--- src/rav_pkg.sv ---
// Shared types and constants of the running average filter.
// No dependencies; used by every module of the block.
`timescale 1ns / 1ps

package rav_pkg;

	localparam int DATA_W = 16;
	localparam int CFG_W  = 6;

	typedef logic [DATA_W-1:0] sample_t;
	typedef logic [CFG_W-1:0]  win_t;

	localparam win_t WIN_RESET = win_t'(20);

endpackage

--- src/rav_mem.sv ---
// Sample ring store: one write port, one read port, registered read data.
// Depends on rav_pkg for the sample type.
`timescale 1ns / 1ps

module rav_mem #(
	parameter int DEPTH  = 32,
	parameter int ADDR_W = $clog2(DEPTH)
) (
	input  logic                clk,
	input  logic                wr_en,
	input  logic [ADDR_W-1:0]   wr_addr,
	input  rav_pkg::sample_t    wr_data,
	input  logic                rd_en,
	input  logic [ADDR_W-1:0]   rd_addr,
	output rav_pkg::sample_t    rd_data
);

	rav_pkg::sample_t mem [DEPTH];
	rav_pkg::sample_t rd_data_q;

	always_ff @(posedge clk) begin
		if (wr_en) begin
			mem[wr_addr] <= wr_data;
		end
		if (rd_en) begin
			rd_data_q <= mem[rd_addr];
		end
	end

	assign rd_data = rd_data_q;

endmodule

--- src/rav_div.sv ---
// Restoring divider, one quotient bit per cycle.
// Depends on rav_pkg for the divisor width.
`timescale 1ns / 1ps

module rav_div #(
	parameter int DVD_W = 22
) (
	input  logic                    clk,
	input  logic                    arst_n,
	input  logic                    start,
	input  logic [DVD_W-1:0]        dividend,
	input  rav_pkg::win_t           divisor,
	output logic                    busy,
	output logic [DVD_W-1:0]        quotient
);

	localparam int CNT_W = $clog2(DVD_W + 1);
	localparam int REM_W = rav_pkg::CFG_W + 1;

	logic [DVD_W-1:0] dvd_q;
	logic [REM_W-1:0] rem_q;
	rav_pkg::win_t    dsr_q;
	logic [CNT_W-1:0] cnt_q;
	logic             busy_q;

	logic [REM_W-1:0] rem_sh;
	logic             fits;

	assign rem_sh = {rem_q[REM_W-2:0], dvd_q[DVD_W-1]};
	assign fits   = rem_sh >= {1'b0, dsr_q};

	always_ff @(posedge clk or negedge arst_n) begin
		if (!arst_n) begin
			busy_q <= 1'b0;
			cnt_q  <= '0;
		end else if (start) begin
			busy_q <= 1'b1;
			cnt_q  <= CNT_W'(DVD_W);
		end else if (busy_q) begin
			cnt_q <= cnt_q - 1'b1;
			if (cnt_q == CNT_W'(1)) begin
				busy_q <= 1'b0;
			end
		end
	end

	always_ff @(posedge clk) begin
		if (start) begin
			dvd_q <= dividend;
			rem_q <= '0;
			dsr_q <= divisor;
		end else if (busy_q) begin
			dvd_q <= {dvd_q[DVD_W-2:0], fits};
			rem_q <= fits ? rem_sh - {1'b0, dsr_q} : rem_sh;
		end
	end

	assign busy     = busy_q;
	assign quotient = dvd_q;

endmodule

--- src/running_average_filter.sv ---
// Top level of the running average filter: control, running sum, output item.
// Depends on rav_pkg, rav_mem and rav_div.
//
// channel  dir  handshake              payload
// s_*      in   s_tvalid / s_tready    s_tdata[15:0] sample
// m_*      out  m_tvalid / m_tready    m_tdata[15:0] average
// cfg_*    in   cfg_valid / cfg_ready  cfg_data[5:0] window_size
//
// An accepted item passes through the store read, the bit-serial divider and the load
// of the output register, in that order; m_tvalid rises with that load, and the next
// item is taken only after it, so one item is in flight at a time.
// Reset sets window_size to 20 and empties the history; the store is not swept,
// slots beyond the fill count read as zero.
// A stalled output holds the divider result until m_tready rises.
`timescale 1ns / 1ps

module running_average_filter #(
	parameter int MAX_WINDOW = 32
) (
	input  logic                 clk,
	input  logic                 arst_n,
	input  logic                 s_tvalid,
	output logic                 s_tready,
	input  logic [15:0]          s_tdata,   // [15:0] sample
	output logic                 m_tvalid,
	input  logic                 m_tready,
	output logic [15:0]          m_tdata,   // [15:0] average
	input  logic                 cfg_valid,
	output logic                 cfg_ready,
	input  logic [5:0]           cfg_data   // [5:0] window_size
);

	localparam int ADDR_W = (MAX_WINDOW > 1) ? $clog2(MAX_WINDOW) : 1;
	localparam int SUM_W  = rav_pkg::DATA_W + $clog2(MAX_WINDOW + 1);

	localparam logic [1:0] ST_IDLE = 2'd0;
	localparam logic [1:0] ST_READ = 2'd1;
	localparam logic [1:0] ST_DIV  = 2'd2;

	logic [1:0]          state_q;
	rav_pkg::win_t       win_q;
	rav_pkg::win_t       seen_q;
	logic [ADDR_W-1:0]   slot_q;
	logic [SUM_W-1:0]    sum_q;
	logic [ADDR_W-1:0]   slot_s1;
	rav_pkg::sample_t    sample_s1;
	logic                m_tvalid_q;
	rav_pkg::sample_t    m_tdata_q;

	rav_pkg::win_t       win_eff;
	logic [ADDR_W-1:0]   slot_cur;
	logic [ADDR_W:0]     slot_inc;
	logic [ADDR_W-1:0]   slot_next;
	rav_pkg::win_t       seen_next;
	rav_pkg::sample_t    rd_data;
	rav_pkg::sample_t    old_val;
	logic [SUM_W-1:0]    sum_next;
	logic                s_acc;
	logic                cfg_acc;
	logic                div_start;
	logic                div_busy;
	logic [SUM_W-1:0]    div_quot;
	logic                out_free;
	logic                out_load;

	always_comb begin
		if (win_q == '0) begin
			win_eff = rav_pkg::win_t'(1);
		end else if (32'(win_q) > MAX_WINDOW) begin
			win_eff = rav_pkg::win_t'(MAX_WINDOW);
		end else begin
			win_eff = win_q;
		end
	end

	assign slot_cur  = (32'(slot_q) >= 32'(win_eff)) ? '0 : slot_q;
	assign slot_inc  = {1'b0, slot_s1} + 1'b1;
	assign slot_next = (32'(slot_inc) >= 32'(win_eff)) ? '0 : slot_inc[ADDR_W-1:0];
	assign seen_next = (seen_q < win_eff) ? seen_q + 1'b1 : seen_q;
	assign old_val   = (seen_q < win_eff) ? '0 : rd_data;
	assign sum_next  = sum_q - SUM_W'(old_val) + SUM_W'(sample_s1);

	assign cfg_ready = state_q == ST_IDLE;
	assign s_tready  = (state_q == ST_IDLE) && !cfg_valid;
	assign s_acc     = s_tvalid && s_tready;
	assign cfg_acc   = cfg_valid && cfg_ready;
	assign div_start = state_q == ST_READ;
	assign out_free  = !m_tvalid_q || m_tready;
	assign out_load  = (state_q == ST_DIV) && !div_busy && out_free;

	always_ff @(posedge clk or negedge arst_n) begin
		if (!arst_n) begin
			state_q    <= ST_IDLE;
			win_q      <= rav_pkg::WIN_RESET;
			seen_q     <= '0;
			slot_q     <= '0;
			sum_q      <= '0;
			m_tvalid_q <= 1'b0;
		end else begin
			if (out_load) begin
				m_tvalid_q <= 1'b1;
			end else if (m_tready) begin
				m_tvalid_q <= 1'b0;
			end
			unique case (state_q)
				ST_IDLE: begin
					if (cfg_acc) begin
						win_q  <= cfg_data;
						seen_q <= '0;
						slot_q <= '0;
						sum_q  <= '0;
					end else if (s_acc) begin
						state_q <= ST_READ;
					end
				end
				ST_READ: begin
					sum_q   <= sum_next;
					seen_q  <= seen_next;
					slot_q  <= slot_next;
					state_q <= ST_DIV;
				end
				ST_DIV: begin
					if (out_load) begin
						state_q <= ST_IDLE;
					end
				end
				default: begin
					state_q <= ST_IDLE;
				end
			endcase
		end
	end

	always_ff @(posedge clk) begin
		if (s_acc) begin
			slot_s1   <= slot_cur;
			sample_s1 <= s_tdata;
		end
		if (out_load) begin
			m_tdata_q <= div_quot[rav_pkg::DATA_W-1:0];
		end
	end

	rav_mem #(
		.DEPTH  (MAX_WINDOW),
		.ADDR_W (ADDR_W)
	) u_mem (
		.clk     (clk),
		.wr_en   (state_q == ST_READ),
		.wr_addr (slot_s1),
		.wr_data (sample_s1),
		.rd_en   (s_acc),
		.rd_addr (slot_cur),
		.rd_data (rd_data)
	);

	rav_div #(
		.DVD_W (SUM_W)
	) u_div (
		.clk      (clk),
		.arst_n   (arst_n),
		.start    (div_start),
		.dividend (sum_next),
		.divisor  (seen_next),
		.busy     (div_busy),
		.quotient (div_quot)
	);

	assign m_tvalid = m_tvalid_q;
	assign m_tdata  = m_tdata_q;

	a_acc_reads: assert property (@(posedge clk) disable iff (!arst_n)
		s_acc |=> state_q == ST_READ)
		else $error("accepted item did not start a store read");

	a_seen_bound: assert property (@(posedge clk) disable iff (!arst_n)
		seen_q <= win_eff)
		else $error("fill count exceeds window");

	a_slot_bound: assert property (@(posedge clk) disable iff (!arst_n)
		32'(slot_q) < 32'(win_eff))
		else $error("ring slot outside window");

	a_cfg_clears: assert property (@(posedge clk) disable iff (!arst_n)
		cfg_acc |=> seen_q == '0 && slot_q == '0 && sum_q == '0)
		else $error("window write did not clear history");

	a_div_idle: assert property (@(posedge clk) disable iff (!arst_n)
		state_q == ST_READ |-> !div_busy)
		else $error("divider busy at start of a new item");

endmodule
--- config.mk ---
export PLATFORM = sky130hd
export DESIGN_NAME = running_average_filter
export DESIGN_NICKNAME = d
export VERILOG_FILES = /design/src/rav_pkg.sv /design/src/rav_mem.sv /design/src/rav_div.sv /design/src/running_average_filter.sv
export SDC_FILE = /design/constraint.sdc
export NUM_CORES = 1
export LEC_CHECK = 0
export BUFFER_PORTS_ARGS = -buffer_cell sky130_fd_sc_hd__clkbuf_2
export CAP_MARGIN = 10
export CORE_MARGIN = 3
export CORE_UTILIZATION = 24
export CTS_BUF_LIST = sky130_fd_sc_hd__clkbuf_8 sky130_fd_sc_hd__clkbuf_16
export DETAILED_ROUTE_END_ITERATION = 12
export PLACE_DENSITY_LB_ADDON = 0.3
export RECOVER_POWER = 100
export SYNTH_ARGS = -nofsm -noshare
export SYNTH_HDL_FRONTEND = slang
export SYNTH_SLANG_ARGS = --single-unit
--- constraint.sdc ---
create_clock -name clk -period 5.69 [get_ports clk]
set_clock_uncertainty 0.2 [all_clocks]
set_input_delay 0.8535 -clock clk [delete_from_list [all_inputs] [get_ports clk]]
set_output_delay 0.8535 -clock clk [all_outputs]
set_load 0.005 [all_outputs]
==> results of run 1 <==
[per-layer routing]
layer	part of all wire [%]	GRT usage (%)	wire length (µm)
met5	0.015	0	12
met4	3.1	4.346	2472
met3	8.1	3.795	6507
met2	42	19.19	34060
met1	46	18.40	37170
[state kept, by name, summed over array words and instances, names as in the netlist]
name            cells
m_tdata            16
m_tvalid            1
sample_s1          16
seen_q              6
slot_q              5
slot_s1             5
state_q             2
sum_q              22
u_div.busy          1
u_div.cnt_q         5
u_div.dsr_q         6
u_div.quotient     22
u_div.rem_q         6
u_mem.mem         512
u_mem.rd_data      16
win_q               6
[power by group]
group / leakage (nW) / switching (W) / internal (W)
logic: 3.48 / 0.00397 / 0.00209
registers: 6.04 / 0.000234 / 0.00571
clock network: 1.12 / 0.00192 / 0.00246
[synth_stat cells, types with 16 or more instances]
cell	count
a211oi_1	35
a21o_1	16
a21oi_1	112
a31oi_1	16
and2_1	26
buf_1	16
buf_2	27
clkbuf_1	69
dfrtp_1	46
edfxtp_1	593
fa_1	17
ha_1	51
inv_1	95
mux2_2	30
mux2i_1	70
nand2_1	190
nand3_1	61
nor2_1	68
nor2b_1	23
nor3_1	22
o211ai_1	21
o21a_1	21
o21ai_0	61
o221ai_1	35
o22ai_1	81
or2_2	17
xnor2_1	20
[kinds of logic after synthesis]
group	synth area share [%]
XOR/XNOR	0.8526
adder cells (fa/ha/maj)	3.527
buffers and inverters	3.018
AND/OR/NAND/NOR	7.456
multiplexers	3.744
AO/OA/AOI/OAI	12.43
flip-flops	68.97
[cell type report]
| class | count | area, µm² | share of cell area, % |
|---|---|---|---|
| tap | 1512 | 1892 | 5.913 |
| clock inverter | 53 | 406.6 | 1.271 |
| inverter | 98 | 367.9 | 1.150 |
| multi-input combinational | 1147 | 7799 | 24.38 |
| sequential | 647 | 19140 | 59.82 |
| clock buffer | 71 | 1777 | 5.554 |
| timing repair buffer | 117 | 611.8 | 1.912 |
[worst max path at each step]
stage | start | endpoint | depth (start not counted)
2_1_floorplan | win_q[5] | u_div.quotient[16] | 19
3_3_place_gp | win_q[5] | u_div.quotient[16] | 18
3_5_place_dp | win_q[5] | u_div.quotient[16] | 18
4_1_cts | win_q[5] | u_div.quotient[16] | 18
5_1_grt | win_q[5] | u_div.quotient[16] | 18
6_report | win_q[5] | u_div.quotient[19] | 18
[per-stage QoR]
stage               utilization (%)  hold slack (ns)  setup WS (ns)  instances
floorplan                         -           0.2222          1.007       2006
global placement              26.22           0.2441         0.2629       3520
detailed placement            26.22           0.2394         0.3071       3520
CTS                           28.13           0.1558         0.2955       3644
global route                  27.94           0.1601        0.04515       3645
finish                        27.94           0.1981         0.4257       3645
[critical path: cells and delay by family, from the launching register on]
family / cells / cell delay (ns)
and+or+nand+nor: 5 / 0.80
DFF: 1 / 0.44
AOI/OAI and AO/OA: 6 / 1.65
muxes: 1 / 0.28
buffers and inverters: 3 / 0.63
adders and majority gates: 3 / 1.01
==> results.py, run 1 <==
metrics = {
    "status": {
        "outcome": "finished, violations left",
        "violations": "capacitance limit, slew limit",
    },
    "critical_path": {
        "startpoint_type": "flop",
        "rr_startpoint": "win_q[5]",
        "max_stage_delay_ns": 0.62,
        "r2r_cells": 18,
        "critPathArrivalTime_ns": 5.43,
        "crit_path_top_delay_cell": "o21ai_1",
        "cp-end-kind": "flop",
        "crit_type": "reg -> reg",
        "r2r_setup_slack_ns": 0.43,
        "required_ns": 5.86,
        "crit_fanout": 15,
        "rr_endpoint": "u_div.quotient[19]",
        "crit_path_cell_trace": "inv_2 > nand2_1 > ha_1 > o211a_1 > a221oi_1 > o21ai_1 > clkbuf_1 > and2_0 > fa_1 > inv_1 > ha_1 > o21ai_0 > o21ai_0 > nand3b_1 > nand2_1 > a221oi_1 > mux2i_1 > nand3_1",
    },
    "power_and_ir_drop": {
        "power_w": 0.01639,
        "power.density_mw_per_mm2": 512.4,
        "ir_worst_vdd_mv": 0.3383,
        "p_leak_nw": 10.65,
    },
    "route": {
        "post_drt_wl_per_cell_um": 22.01,
        "ant_nets": 0,
        "vias": 17399,
        "drc": 0,
        "drtIter0Drc": 1778,
        "drtPass1Iterations": 5,
        "viasPerCell": 4.773,
        "totalWireLength_um": 80220,
    },
    "timing": {
        "hold_violations": 0,
        "slew_violations": 896,
        "setup_tns_ns": 0,
        "setup_viol_count_final": 0,
        "grt_setup_unrepaired": "no",
        "fin_crit_ns": 5.264,
        "worst_slew_pin_slew_ns": 2.947,
        "slew_headroom_pct": -96.48,
        "clock.fmax_mhz": 190.0,
        "finalCritPeriodShare_pct": 92.52,
    },
    "global_route": {
        "antenna_found_initial": 5,
        "grt_pass1_vias": 17059,
        "gr-total-overflow": 0,
        "grt_start_max_net_pins": 111,
        "grt_pass1_wl_um": 116700,
        "grt_use_total_pct": 13.06,
    },
    "floorplanning": {
        "core-area_mm2": 0.1145,
        "die_w_um": 346.0,
        "ioPinCount": 46,
        "start_util_pct": 24.23,
        "row_count": 124,
        "dieArea_mm2": 0.1197,
        "die_h_um": 346.0,
    },
    "clocking": {
        "cts_buffer_depth": 3,
        "cts.repair.resized": 0,
        "holdBufCountCts": 0,
        "clock_latency_ns": 0.63,
        "postCtsSetupRepairBufs": 0,
        "htreeDepth": 3,
        "cts_tree": "built",
        "cts_buffers": 69,
        "clock-root-buffer": "clkbuf_16",
        "clk_pin_slew_worst_paths_ns": 0.06,
        "cts.sinks": 647,
    },
    "yosys": {
        "yosys.area.top_type": "edfxtp_1",
        "synthTopCellsByArea": "edfxtp_1, dfrtp_1, nand2_1",
        "synth_warnings": 0,
        "synth_cell_types": 74,
        "syn-cell-area_mm2": 0.02774,
        "syn_nets": 2101,
        "ys_ff_latch": 647,
        "yosysTopAreaCellShare_pct": 64.20,
        "avgSynthCellArea_um2": 13.83,
        "synth_flop_cell": "edfxtp_1",
        "synth_cells": 2006,
        "yosysSeqAreaShare_pct": 68.97,
        "synth_edf_count": 593,
        "async_flop_share_pct": 7.419,
    },
    "placement": {
        "placement.cell_area_mm2": 0.03002,
        "gp_congestion": 0.8333,
        "hpwlAfterDp_um": 49920,
        "port_buffers": 45,
    },
    "cells_and_area": {
        "final_layout_size_suffix_gt1_share_pct": 10.36,
        "final.fill_count": 11688,
        "layout_commonest_cell": "edfxtp_1",
        "fin_nets": 2175,
        "syn2layout_area_growth_pct": 15.34,
        "final_cell_mix": "edfxtp_1, nand2_1, a21oi_1, inv_1, o22ai_1",
        "fin_area_mm2": 0.03199,
        "n_antenna_cell": 0,
    },
    "flow_run": {
        "cap_violations": 31,
    },
    "hold_path": {
        "hold_depth": 1,
        "min_from": "s_tdata[14]",
        "hp-class": "in -> reg",
        "worstHoldEndpoint": "sample_s1[14]",
    },
}
No activity file was read; power rests on OpenSTA's default activity.
==> run 2, diff against run 1 <==
--- a/config.mk
+++ b/config.mk
@@ -11,7 +11,6 @@
 export CORE_UTILIZATION = 24
 export CTS_BUF_LIST = sky130_fd_sc_hd__clkbuf_8 sky130_fd_sc_hd__clkbuf_16
 export DETAILED_ROUTE_END_ITERATION = 12
-export PLACE_DENSITY_LB_ADDON = 0.3
 export RECOVER_POWER = 100
 export SYNTH_ARGS = -nofsm -noshare
 export SYNTH_HDL_FRONTEND = slang
==> run 2 against run 1 <==
- clock power shrank 9.3%
- critical path depth is 6 lower
- sequential share of layout area increased by 0.47 points
- setup slack worse by 0.027 ns
- power decreased by 3.7%
- register-to-register slack worse by 0.03 ns
- worst hold slack worse by 0.026 ns
- largest cell class unchanged
- wire length down 6.0%
- final cell count decreased by 0.14%
- combinational power fell by 4.3%
- maximum frequency decreased by 0.52%
- clock-buffer cell count shrank 8
- the flow still finishes with violations (capacitance limit, slew limit)
==> results.py, run 2 (synthesized netlist as in run 1, its figures left out) <==
metrics = {
    "critical_path": {
        "startpoint_type": "flop",
        "crit_type": "reg -> reg",
        "critPathArrivalTime_ns": 5.43,
        "crit_family": "simple AND/OR/NAND/NOR gates",
        "path_buf_inv": 1,
        "max_stage_delay_ns": 0.88,
        "crit_path_top_delay_cell": "clkbuf_1",
        "cp-end-kind": "flop",
        "crit_fanout": 19,
        "crit_top_cell": "nor2_1",
        "required_ns": 5.83,
        "crit_path_cell_trace": "nor4_1 > nor2_1 > nor2_1 > ha_1 > nor2b_1 > o21ai_4 > a21oi_1 > and2_0 > clkbuf_1 > or2_0 > nand3_1 > a32oi_1",
    },
    "floorplanning": {
        "die_h_um": 346.0,
        "die_w_um": 346.0,
        "core-area_mm2": 0.1145,
        "ioPinCount": 46,
        "row_count": 124,
        "dieArea_mm2": 0.1197,
        "start_util_pct": 24.23,
    },
    "global_route": {
        "gr-total-overflow": 0,
        "grt_use_total_pct": 12.15,
        "grtUsageMet1_pct": 16.90,
        "grt_pass1_vias": 16554,
        "grtUsageMet2_pct": 18.37,
        "grt-busiest-layer": "met2",
        "antenna_found_initial": 2,
        "grt_pass1_wl_um": 110300,
        "grt_start_max_net_pins": 73,
        "met3_usage_pct": 3.376,
    },
    "route": {
        "ant_nets": 0,
        "drc": 0,
        "viasPerCell": 4.717,
        "vias": 17169,
        "totalWireLength_um": 75410,
        "post_drt_wl_per_cell_um": 20.72,
        "drtPass1Iterations": 5,
        "drtIter0Drc": 1795,
    },
    "timing": {
        "setup_tns_ns": 0,
        "hold_violations": 0,
        "grt_setup_unrepaired": "no",
        "slew_headroom_pct": -90.61,
        "setup_viol_count_final": 0,
        "worst_slew_pin_slew_ns": 2.859,
        "clock.fmax_mhz": 189.0,
        "finalCritPeriodShare_pct": 93.00,
        "slew_violations": 539,
        "fin_crit_ns": 5.292,
        "setup_slack_ns": 0.3983,
    },
    "cells_and_area": {
        "multiInputGateArea_mm2": 0.007800,
        "final_cell_mix": "edfxtp_1, nand2_1, inv_1, a21oi_1, o22ai_1",
        "fin_nets": 2174,
        "final_layout_size_suffix_gt1_share_pct": 9.398,
        "n_antenna_cell": 0,
        "final.fill_count": 11640,
        "fin_area_mm2": 0.03174,
        "seq_area_mm2": 0.01914,
        "syn2layout_area_growth_pct": 14.44,
        "regMostFlops": "u_mem.mem",
        "layout_commonest_cell": "edfxtp_1",
        "final_util_pct": 27.72,
        "largest_register_ffs": 512,
    },
    "clocking": {
        "clock_latency_ns": 0.67,
        "cts.sinks": 647,
        "postCtsSetupRepairBufs": 0,
        "clk_pin_slew_worst_paths_ns": 0.07,
        "cts_tree": "built",
        "htreeDepth": 2,
        "clock-root-buffer": "clkbuf_16",
        "cts_buffers": 59,
        "cts_buffer_depth": 3,
    },
    "status": {
        "violations": "capacitance limit, slew limit",
        "outcome": "finished, violations left",
    },
    "power_and_ir_drop": {
        "p_leak_nw": 10.52,
        "power.density_mw_per_mm2": 497.3,
        "ir_worst_vdd_mv": 0.2560,
    },
    "hold_path": {
        "hp-class": "in -> reg",
    },
    "placement": {
        "gp_congestion": 0.8049,
        "port_buffers": 45,
        "pre_cts_slack_ns": 0.3895,
        "placement.cell_area_mm2": 0.03005,
        "hpwlAfterDp_um": 46870,
    },
    "flow_run": {
        "cap_violations": 17,
    },
}
run 2: changes by cell type in the layout (fill, tap and decap cells not counted), sizes merged:
| cell | change |
|---|---|
| inv | +4 |
| buf | +4 |
| clkinv | -9 |
| bufinv | +2 |
| clkinvlp | -3 |
| clkbuf | -3 |
run 2: what timing repair did:
action                                  4_1_cts  5_1_grt
resized for setup                             0        1
endpoints found under the setup margin        0        5
hold buffers                                  0        0
hold endpoints to repair                      0        0
run 2: worst paths after layout:
| check | startpoint | endpoint | depth (start not counted) | slack [ns] |
|---|---|---|---|---|
| worst max-delay path | win_q[1] | u_mem.rd_data[12] | 12 | 0.40 |
| worst min-delay path | s_tdata[9] | sample_s1[9] | 1 | 0.17 |
| worst max register to register | win_q[1] | u_mem.rd_data[12] | 12 | 0.40 |
| worst min register to register | u_div.quotient[10] | m_tdata[10] | 0 | 0.25 |
| max in group asynchronous | arst_n | slot_q[2] | 2 | 2.25 |
| min in group asynchronous | arst_n | u_div.busy | 2 | 1.00 |
run 2: cell type report:
cell class / instances / share of cell area, %
Timing Repair Buffer: 126 / 1.947
Multi-Input combinational cell: 1147 / 24.57
Clock inverter: 47 / 1.246
Inverter: 98 / 1.159
Sequential cell: 647 / 60.29
Tap cell: 1512 / 5.960
Clock buffer: 63 / 4.825
run 2: power by group:
part,switching [W],internal (W)
Combinational,0.00372,0.00208
Clock,0.00177,0.00221
Sequential,0.000297,0.00570
run 2: stage by stage:
| stage | total power, W | cells | hold slack (ns) |
|---|---|---|---|
| after global placement | 0.01180 | 3530 | 0.2437 |
| final | 0.01578 | 3640 | 0.1716 |
| after detailed placement | 0.01186 | 3530 | 0.2530 |
| after CTS | 0.01588 | 3640 | 0.1179 |
| after global routing | 0.01671 | 3640 | 0.1409 |
| after floorplan | 0.01004 | 2006 | 0.2222 |
run 2: layer usage:
metal	share of wire, %	routed length (µm)
met4	2.8	2140
met1	44	33000
met2	44	33190
met5	0	0
met3	9.4	7087
